**src/design/utf8d_pkg.sv**
```systemverilog
`timescale 1ns / 1ps

package utf8d_pkg;

    localparam int INDEX_WIDTH_DEFAULT = 16;
    localparam int BYTE_WIDTH          = 8;
    localparam int CP_WIDTH            = 21;
    localparam int CONT_SHIFT          = 6;
    localparam int STATUS_WIDTH        = 2;

    typedef enum logic [STATUS_WIDTH-1:0] {
        ST_OK       = 2'd0,
        ST_BAD_LEAD = 2'd1,
        ST_BAD_CONT = 2'd2,
        ST_TRUNC    = 2'd3
    } t_status;

    typedef struct packed {
        logic [1:0]          pending;
        logic [CP_WIDTH-1:0] partial;
        logic                err;
    } t_seq_state;

    typedef struct packed {
        logic [CP_WIDTH-1:0] code_point;
        t_status             status;
    } t_seq_result;

endpackage

```
**src/design/utf8d_step.sv**
```systemverilog
`timescale 1ns / 1ps

module utf8d_step #(
    parameter int INDEX_WIDTH = utf8d_pkg::INDEX_WIDTH_DEFAULT
) (
    input  utf8d_pkg::t_seq_state                i_seq,
    input  logic [INDEX_WIDTH-1:0]               i_index,
    input  logic [utf8d_pkg::BYTE_WIDTH-1:0]     i_byte,
    input  logic                                 i_first,
    input  logic                                 i_last,
    output utf8d_pkg::t_seq_state                o_seq,
    output logic [INDEX_WIDTH-1:0]               o_index,
    output logic                                 o_res_valid,
    output utf8d_pkg::t_seq_result               o_res,
    output logic [INDEX_WIDTH-1:0]               o_res_index
);

    localparam int CP_W = utf8d_pkg::CP_WIDTH;
    localparam int SH   = utf8d_pkg::CONT_SHIFT;

    utf8d_pkg::t_seq_state  cur_seq;
    logic [INDEX_WIDTH-1:0] cur_index;
    logic [CP_W-1:0]        acc_value;
    logic                   lead_ok;
    logic                   do_emit;
    logic                   do_fail;
    logic [CP_W-1:0]        emit_cp;
    utf8d_pkg::t_status     fail_status;

    always_comb begin
        cur_seq   = i_first ? '0 : i_seq;
        cur_index = i_first ? '0 : i_index;
        acc_value = {cur_seq.partial[CP_W-SH-1:0], i_byte[SH-1:0]};
    end

    always_comb begin
        o_seq       = cur_seq;
        lead_ok     = 1'b0;
        do_emit     = 1'b0;
        do_fail     = 1'b0;
        emit_cp     = '0;
        fail_status = utf8d_pkg::ST_OK;
        if (!cur_seq.err) begin
            if (cur_seq.pending == 2'd0) begin
                if (!i_byte[7]) begin
                    do_emit = 1'b1;
                    emit_cp = {{(CP_W-utf8d_pkg::BYTE_WIDTH){1'b0}}, i_byte};
                end else if (i_byte[7:5] == 3'b110) begin
                    lead_ok       = 1'b1;
                    o_seq.partial = {{(CP_W-5){1'b0}}, i_byte[4:0]};
                    o_seq.pending = 2'd1;
                end else if (i_byte[7:4] == 4'b1110) begin
                    lead_ok       = 1'b1;
                    o_seq.partial = {{(CP_W-4){1'b0}}, i_byte[3:0]};
                    o_seq.pending = 2'd2;
                end else if (i_byte[7:3] == 5'b11110) begin
                    lead_ok       = 1'b1;
                    o_seq.partial = {{(CP_W-3){1'b0}}, i_byte[2:0]};
                    o_seq.pending = 2'd3;
                end else begin
                    do_fail     = 1'b1;
                    fail_status = utf8d_pkg::ST_BAD_LEAD;
                end
                if (lead_ok && i_last) begin
                    do_fail     = 1'b1;
                    fail_status = utf8d_pkg::ST_TRUNC;
                end
            end else if (i_last && cur_seq.pending > 2'd1) begin
                do_fail     = 1'b1;
                fail_status = utf8d_pkg::ST_TRUNC;
            end else if (i_byte[7:6] != 2'b10) begin
                do_fail     = 1'b1;
                fail_status = utf8d_pkg::ST_BAD_CONT;
            end else if (cur_seq.pending == 2'd1) begin
                do_emit = 1'b1;
                emit_cp = acc_value;
            end else begin
                o_seq.partial = acc_value;
                o_seq.pending = cur_seq.pending - 2'd1;
            end
        end
        if (do_emit) begin
            o_seq = '0;
        end else if (do_fail) begin
            o_seq     = '0;
            o_seq.err = 1'b1;
        end
    end

    always_comb begin
        o_res_valid    = do_emit || do_fail;
        o_res_index    = cur_index;
        o_res.code_point = do_emit ? emit_cp : '0;
        o_res.status   = do_emit ? utf8d_pkg::ST_OK : fail_status;
        if (do_emit && !(&cur_index)) begin
            o_index = cur_index + {{(INDEX_WIDTH-1){1'b0}}, 1'b1};
        end else begin
            o_index = cur_index;
        end
    end

endmodule

```
**src/design/utf8_stream_decoder_top.sv**
```systemverilog
`timescale 1ns / 1ps
// Each byte accepted on the slave side is registered at the input, decoded, and its result
// beat is registered for the master side. Throughput: one byte per cycle; the decode step is
// combinational on the sequence state, and the master side stalls the input only when its output register is full.
// Reset: synchronous, active low; clears the sequence state, the error flag, the index
// and both valid flags.
module utf8_stream_decoder_top #(
    parameter int INDEX_WIDTH = utf8d_pkg::INDEX_WIDTH_DEFAULT,
    localparam int OUT_TDATA_W =
        ((utf8d_pkg::CP_WIDTH + INDEX_WIDTH + 7) / 8) * 8
) (
    input  logic                                  i_clk,
    input  logic                                  i_rst_n,
    input  logic                                  s_axis_tvalid,
    output logic                                  s_axis_tready,
    input  logic [utf8d_pkg::BYTE_WIDTH-1:0]      s_axis_tdata,  // [7:0] data_byte
    input  logic                                  s_axis_tuser,  // [0] first_byte
    input  logic                                  s_axis_tlast,
    output logic                                  m_axis_tvalid,
    input  logic                                  m_axis_tready,
    output logic [OUT_TDATA_W-1:0]                m_axis_tdata,  // code_point, char_index, zero pad
    output logic [utf8d_pkg::STATUS_WIDTH-1:0]    m_axis_tuser   // status
);

    localparam int CP_W = utf8d_pkg::CP_WIDTH;
    localparam int PAD_W = OUT_TDATA_W - CP_W - INDEX_WIDTH;

    logic                             r_in_valid;
    logic [utf8d_pkg::BYTE_WIDTH-1:0] r_in_byte;
    logic                             r_in_first;
    logic                             r_in_last;

    utf8d_pkg::t_seq_state            r_seq;
    logic [INDEX_WIDTH-1:0]           r_index;

    logic                             r_out_valid;
    utf8d_pkg::t_seq_result           r_out_res;
    logic [INDEX_WIDTH-1:0]           r_out_index;

    utf8d_pkg::t_seq_state            n_seq;
    logic [INDEX_WIDTH-1:0]           n_index;
    logic                             step_valid;
    utf8d_pkg::t_seq_result           step_res;
    logic [INDEX_WIDTH-1:0]           step_index;
    logic                             advance;
    logic                             take;

    assign advance       = !r_out_valid || m_axis_tready;
    assign take          = r_in_valid && advance;
    assign s_axis_tready = !r_in_valid || advance;

    utf8d_step #(
        .INDEX_WIDTH (INDEX_WIDTH)
    ) u_step (
        .i_seq       (r_seq),
        .i_index     (r_index),
        .i_byte      (r_in_byte),
        .i_first     (r_in_first),
        .i_last      (r_in_last),
        .o_seq       (n_seq),
        .o_index     (n_index),
        .o_res_valid (step_valid),
        .o_res       (step_res),
        .o_res_index (step_index)
    );

    always_ff @(posedge i_clk) begin
        if (!i_rst_n) begin
            r_in_valid <= 1'b0;
        end else if (s_axis_tready) begin
            r_in_valid <= s_axis_tvalid;
        end
    end

    always_ff @(posedge i_clk) begin
        if (s_axis_tready && s_axis_tvalid) begin
            r_in_byte  <= s_axis_tdata;
            r_in_first <= s_axis_tuser;
            r_in_last  <= s_axis_tlast;
        end
    end

    always_ff @(posedge i_clk) begin
        if (!i_rst_n) begin
            r_seq   <= '0;
            r_index <= '0;
        end else if (take) begin
            r_seq   <= n_seq;
            r_index <= n_index;
        end
    end

    always_ff @(posedge i_clk) begin
        if (!i_rst_n) begin
            r_out_valid <= 1'b0;
        end else if (advance) begin
            r_out_valid <= take && step_valid;
        end
    end

    always_ff @(posedge i_clk) begin
        if (take && step_valid) begin
            r_out_res   <= step_res;
            r_out_index <= step_index;
        end
    end

    assign m_axis_tvalid = r_out_valid;
    assign m_axis_tdata  = {{PAD_W{1'b0}}, r_out_index, r_out_res.code_point};
    assign m_axis_tuser  = r_out_res.status;

endmodule

```
**config.mk**
```make
export PLATFORM = sky130hd
export DESIGN_NAME = utf8_stream_decoder_top
export DESIGN_NICKNAME = d
export VERILOG_FILES = /design/src/design/utf8d_pkg.sv /design/src/design/utf8d_step.sv /design/src/design/utf8_stream_decoder_top.sv
export SDC_FILE = /design/constraint.sdc
export NUM_CORES = 1
export LEC_CHECK = 0
export ABC_AREA = 1
export BUFFER_PORTS_ARGS = -buffer_cell sky130_fd_sc_hd__clkbuf_2
export CAP_MARGIN = 20
export CORE_MARGIN = 2
export CORE_UTILIZATION = 54
export DETAILED_ROUTE_END_ITERATION = 10
export GPL_TIMING_DRIVEN = 1
export PLACE_DENSITY = 0.75
export SETUP_SLACK_MARGIN = 0.2
export SLEW_MARGIN = 10
export SYNTH_ARGS = -nofsm -noshare
export SYNTH_HDL_FRONTEND = slang
export SYNTH_HIERARCHICAL = 1
export SYNTH_SLANG_ARGS = --single-unit
```
**constraint.sdc**
```tcl
create_clock -name i_clk -period 3.9 [get_ports i_clk]
set_input_delay 1.17 -clock i_clk [delete_from_list [all_inputs] [get_ports i_clk]]
set_output_delay 1.17 -clock i_clk [all_outputs]
set_load 0.05 [all_outputs]
```
==> results of run 1 <==
==> stage by stage <==
stage / util / hold WS (ns) / cell area, sq um / setup slack, ns / instances
after floorplan: - / 0.4516 / 5268 / 0.5559 / 726
after global placement: 0.5591 / 0.4613 / 5364 / 0.6807 / 857
after detailed placement: 0.5591 / 0.4706 / 5364 / 0.5219 / 857
after CTS: 0.5755 / 0.4903 / 5522 / 0.4750 / 873
after global routing: 0.5771 / 0.5195 / 5537 / 0.3319 / 874
final: 0.5771 / 0.4852 / 5537 / 0.6802 / 874
==> critical path: cells and delay by family (launching register included) <==
family,cells,cell delay (ns)
fa+ha+maj,1,0.29
flops,1,0.44
simple gates,10,1.63
buf+inv,3,0.78
==> layer usage <==
metal | global-route usage | part of all wire | wire length, um
met3 | 0.04949 | 0.064 | 754
met4 | 0.1087 | 0.019 | 227
met2 | 0.3881 | 0.48 | 5629
met1 | 0.2952 | 0.44 | 5218
met5 | 0 | 0 | 0
==> state kept, by name (all words and copies together), names as in the netlist, 2 cells and up <==
register	count
r_seq	18
r_out_index	16
r_in_byte	8
m_axis_tdata	21
r_index	16
m_axis_tuser	2
==> power by group <==
part           switching, mW  internal, mW  total [mW]
Sequential            0.0322          1.01        1.04
Combinational          0.331         0.113       0.444
Clock                  0.299         0.225       0.523
Total                  0.662          1.35        2.01
==> worst paths after layout <==
path,startpoint,cells after the start,to,slack [ns]
worst max register to register,r_in_first$_DFFE_PP_,14,r_seq[14]$_SDFFE_PN0P_,0.68
worst max-delay path,r_in_first$_DFFE_PP_,14,r_seq[14]$_SDFFE_PN0P_,0.68
worst min-delay path,r_index[7]$_SDFFE_PN0P_,2,r_index[7]$_SDFFE_PN0P_,0.49
worst min register to register,r_index[7]$_SDFFE_PN0P_,2,r_index[7]$_SDFFE_PN0P_,0.49
==> layout make-up <==
cell class	count	area, sq um
Fill cell	920	4058
Multi-Input combinational cell	495	2379
Sequential cell	85	2193
Inverter	85	325.3
Timing Repair Buffer	60	315.3
Tap cell	133	166.4
Clock buffer	10	127.6
Clock inverter	6	30.03
==> what timing repair did <==
item | CTS | global route
gates resized for setup | 0 | 4
hold buffers | 0 | 0
setup endpoints to repair | 0 | 71
==> results.sh, run 1 <==
export IMPL_status="finished, final reports clean"
export IMPL_diodes=0
export IMPL_fmax_mhz=310.6
export IMPL_areaGrowthSynthToFinish_pct=5.307
export IMPL_post_dp_hpwl_um=7946
export IMPL_crit_required_ns=4.20
export IMPL_start_util=0.5480
export IMPL_vias_per_cell=5.365
export IMPL_wire_per_inst_um=13.53
export IMPL_cts_tree="built"
export IMPL_holdCritPathClass="reg2reg"
export IMPL_yosysWarnings=6
export IMPL_slowest_stage="nand3_1"
export IMPL_route_detailed_drc=0
export IMPL_worst_path_largest_cell_delay_ns=0.57
export IMPL_setup_viol=0
export IMPL_port_buffers=54
export IMPL_drv_slew=0
export IMPL_syn_avg_cell_area_sq_um=7.262
export IMPL_final_common_cell="nand2_1"
export IMPL_grt_use_total=0.2349
export IMPL_dieHeight_um=102.7
export IMPL_synth_area_sq_um=5258
export IMPL_fp_row_count=36
export IMPL_grt_max_degree=71
export IMPL_hold_viol_final=0
export IMPL_core_region_area_sq_um=9594
export IMPL_p_leak_nw=2.420
export IMPL_rsz0062_at_grt="no"
export IMPL_antenna_found_initial=0
export IMPL_cp_arrival_ns=3.52
export IMPL_cts_max_path_buffers=2
export IMPL_io_pins=58
export IMPL_dieArea_sq_um=10540
export IMPL_first_global_vias=4270
export IMPL_maxCapViolCount=0
export IMPL_via_count=4689
export IMPL_drtIter0Drc=359
export IMPL_crit_path_start_kind="flip-flop"
export IMPL_dr_pass1_iters=7
export IMPL_drive_gt1_frac=0.1336
export IMPL_syn_inst=724
export IMPL_clk_pin_slew_ns=0.08
export IMPL_ir_drop_mv=0.1992
export IMPL_worstSetupEndpointType="flip-flop"
export IMPL_powerDensity_nw_per_um2=362.8
export IMPL_antenna_left=0
export IMPL_clock_latency_ns=0.37
export IMPL_cts_buffers=9
export IMPL_cp_common_cell="nand3_1"
export IMPL_root_buffer="clkbuf_8"
export IMPL_postCtsSetupBuffers=0
export IMPL_slew_headroom=0.4539
export IMPL_gp_congestion=0.9293
export IMPL_period_needed_ns=3.220
export IMPL_fin_crit_sh=0.8256
export IMPL_final_cell_mix="nand2_1 (175), nand3_1 (97), inv_1 (79)"
export IMPL_skew_ns=0.01119
export IMPL_critical_path_class="reg2reg"
export IMPL_fin_nets=754
export IMPL_power_mw=2.009
export IMPL_gr_total_overflow=0
export IMPL_drt_total_wl_um=11830
export IMPL_crit_fanout=35
export IMPL_grt_pass1_wl_um=19460
export IMPL_cts_sinks=85
export IMPL_fin_tns_setup_ns=0
export IMPL_fp_dieW_um=102.7
export IMPL_h_tree_depth=3
export IMPL_worstMarginPinSlew_ns=0.8183
export IMPL_worstPathCellList="inv_4, nand2_1, ha_1, inv_1, nand3_1, nand2_1, nand3_1, nand3_1, nand3_1, nor2_1, inv_1, nand3_1, nand2_1, nor2_1"
(Power assumes the default switching activity.)
==> run 2: changes to the inputs <==
Clock period 3.9 ns to 2.7 ns, I/O delays scaled along.
==> run 2 against run 1 <==
Total power grew 60%. Sequential cell count unchanged. Design area is 5.6% higher. First-iteration DRC count is 21% lower. Maximum frequency is 37% higher. Non-clock buffer count rose by 13. Die area stayed put. Register-to-register slack lost 0.34 ns. Worst hold slack gained 0.0016 ns. Count of clock-buffer cells in the layout grew 1. Routed wire length is 5.6% higher. Sequential share of layout area decreased by 2.1 points. Largest power group unchanged.
==> results.sh, run 2 (synthesis results as in run 1) <==
export IMPL_h_tree_depth=3
export IMPL_fin_nets=767
export IMPL_clock_latency_ns=0.35
export IMPL_core_region_area_sq_um=9594
export IMPL_grt_use_total=0.2440
export IMPL_antenna_found_initial=0
export IMPL_largest_reg_flops=21
export IMPL_drive_gt1_frac=0.1658
export IMPL_clk_pin_slew_ns=0.09
export IMPL_status="finished, final reports clean"
export IMPL_wire_per_inst_um=14.08
export IMPL_crit_required_ns=2.73
export IMPL_slew_headroom=0.4875
export IMPL_critical_path_class="reg2reg"
export IMPL_cts_buffers=9
export IMPL_fin_ws_ns=0.3451
export IMPL_hold_path_depth=2
export IMPL_fill_cells=834
export IMPL_start_util=0.5480
export IMPL_whs_ns=0.4868
export IMPL_r2r_cells=11
export IMPL_antenna_left=0
export IMPL_vias_per_cell=5.415
export IMPL_p_leak_nw=2.549
export IMPL_first_global_vias=4273
export IMPL_root_buffer="clkbuf_8"
export IMPL_cts_tree="built"
export IMPL_drt_total_wl_um=12490
export IMPL_io_pins=58
export IMPL_worstMarginPinSlew_ns=0.7688
export IMPL_gr_total_overflow=0
export IMPL_grt_pass1_wl_um=20400
export IMPL_grt_max_degree=70
export IMPL_port_buffers=54
export IMPL_rsz0062_at_grt="yes"
export IMPL_maxCapViolCount=0
export IMPL_fp_dieW_um=102.7
export IMPL_drtIter0Drc=285
export IMPL_crit_fanout=23
export IMPL_cts_max_path_buffers=2
export IMPL_hold_start="r_seq[3]$_SDFFE_PN0P_"
export IMPL_period_needed_ns=2.355
export IMPL_cts_sinks=85
export IMPL_gp_congestion=0.9594
export IMPL_top_usage_layer="met2"
export IMPL_crit_path_start_kind="flip-flop"
export IMPL_hold_viol_final=0
export IMPL_use_met2=0.4284
export IMPL_final_cell_mix="nand2_1 (171), nand3_1 (96), nor2_1 (76)"
export IMPL_dp_slack_ns=0.1626
export IMPL_dieArea_sq_um=10540
export IMPL_diodes=0
export IMPL_met3_usage=0.03119
export IMPL_dieHeight_um=102.7
export IMPL_via_count=4803
export IMPL_ir_drop_mv=0.3048
export IMPL_holdCritPathClass="reg2reg"
export IMPL_cp_arrival_ns=2.39
export IMPL_dr_pass1_iters=5
export IMPL_grtUsageMet1=0.3080
export IMPL_cp_startpoint="r_in_first$_DFFE_PP_"
export IMPL_fmax_mhz=424.6
export IMPL_fin_crit_sh=0.8722
export IMPL_areaGrowthSynthToFinish_pct=11.23
export IMPL_final_common_cell="nand2_1"
export IMPL_powerDensity_nw_per_um2=549.7
export IMPL_ctsHoldBuffers=0
export IMPL_drv_slew=0
export IMPL_fp_row_count=36
export IMPL_worstSetupEndpointType="flip-flop"
export IMPL_r2r_start="r_in_first$_DFFE_PP_"
export IMPL_fin_tns_setup_ns=0
export IMPL_skew_ns=0.01142
export IMPL_route_detailed_drc=0
export IMPL_post_dp_hpwl_um=8238
export IMPL_setup_viol=0
-- run 2: cell count changes in the layout (fill, tap and decap cells not counted), sizes merged --
cell / change
bufinv: +2
clkinv: -2
buf: +12
clkbuf: +2
clkinvlp: +1
inv: -2
-- run 2: power by group --
| group | internal [mW] | switching (mW) |
|---|---|---|
| logic | 0.198 | 0.501 |
| clock network | 0.551 | 0.462 |
| registers | 1.46 | 0.0463 |
| total | 2.21 | 1.01 |
-- run 2: area by class of cell --
cell class,instances,area (sq um),area share
clock inverter,5,83.83,0.01433
clock buffer,11,141.4,0.02418
multi-input combinational,495,2466,0.4217
inverter,85,334.1,0.05712
tap,133,166.4,0.02846
timing repair buffer,73,462.9,0.07916
sequential,85,2193,0.3751
-- run 2: path summary, 6_finish.rpt --
path	end	slack (ns)
max reg2reg	m_axis_tdata[14]$_DFFE_PP_	0.35
max	m_axis_tdata[14]$_DFFE_PP_	0.35
min	r_seq[3]$_SDFFE_PN0P_	0.49
min reg2reg	r_seq[3]$_SDFFE_PN0P_	0.49
-- run 2: per-stage QoR --
| step | cells | instance area, sq um | total power [mW] | util |
|---|---|---|---|---|
| floorplan | 726 | 5334 | 2.083 | - |
| global placement | 866 | 5477 | 2.174 | 0.5708 |
| detailed placement | 866 | 5477 | 2.186 | 0.5708 |
| CTS | 883 | 5727 | 3.202 | 0.5969 |
| global route | 887 | 5848 | 3.367 | 0.6095 |
| finish | 887 | 5848 | 3.215 | 0.6095 |
-- run 2: critical path, cell delays in order (launching register included) --
cell and delay, ns:
edfxtp_1 0.47, clkinv_4 0.15, nand2_4 0.08, inv_1 0.10
ha_1 0.19, inv_2 0.10, o21ai_4 0.19, nand3_4 0.20
nand2_4 0.13, inv_2 0.05, nor2_4 0.08, buf_4 0.29
-- run 2: timing repair --
item / in CTS / in global routing
resized for setup: 5 / 15
gates cloned: 1 / 1
hold endpoints to repair: 0 / 0
pin swaps: 1 / 3
endpoints found under the setup margin: 31 / 71
buffers inserted: 0 / 3
-- run 2: per-layer routing --
layer  up-vias  part of all wire
met4         0             0.027
met2       197              0.50
met5         -                 0
li1       2396                 -
met1      2178              0.42
met3        32             0.061
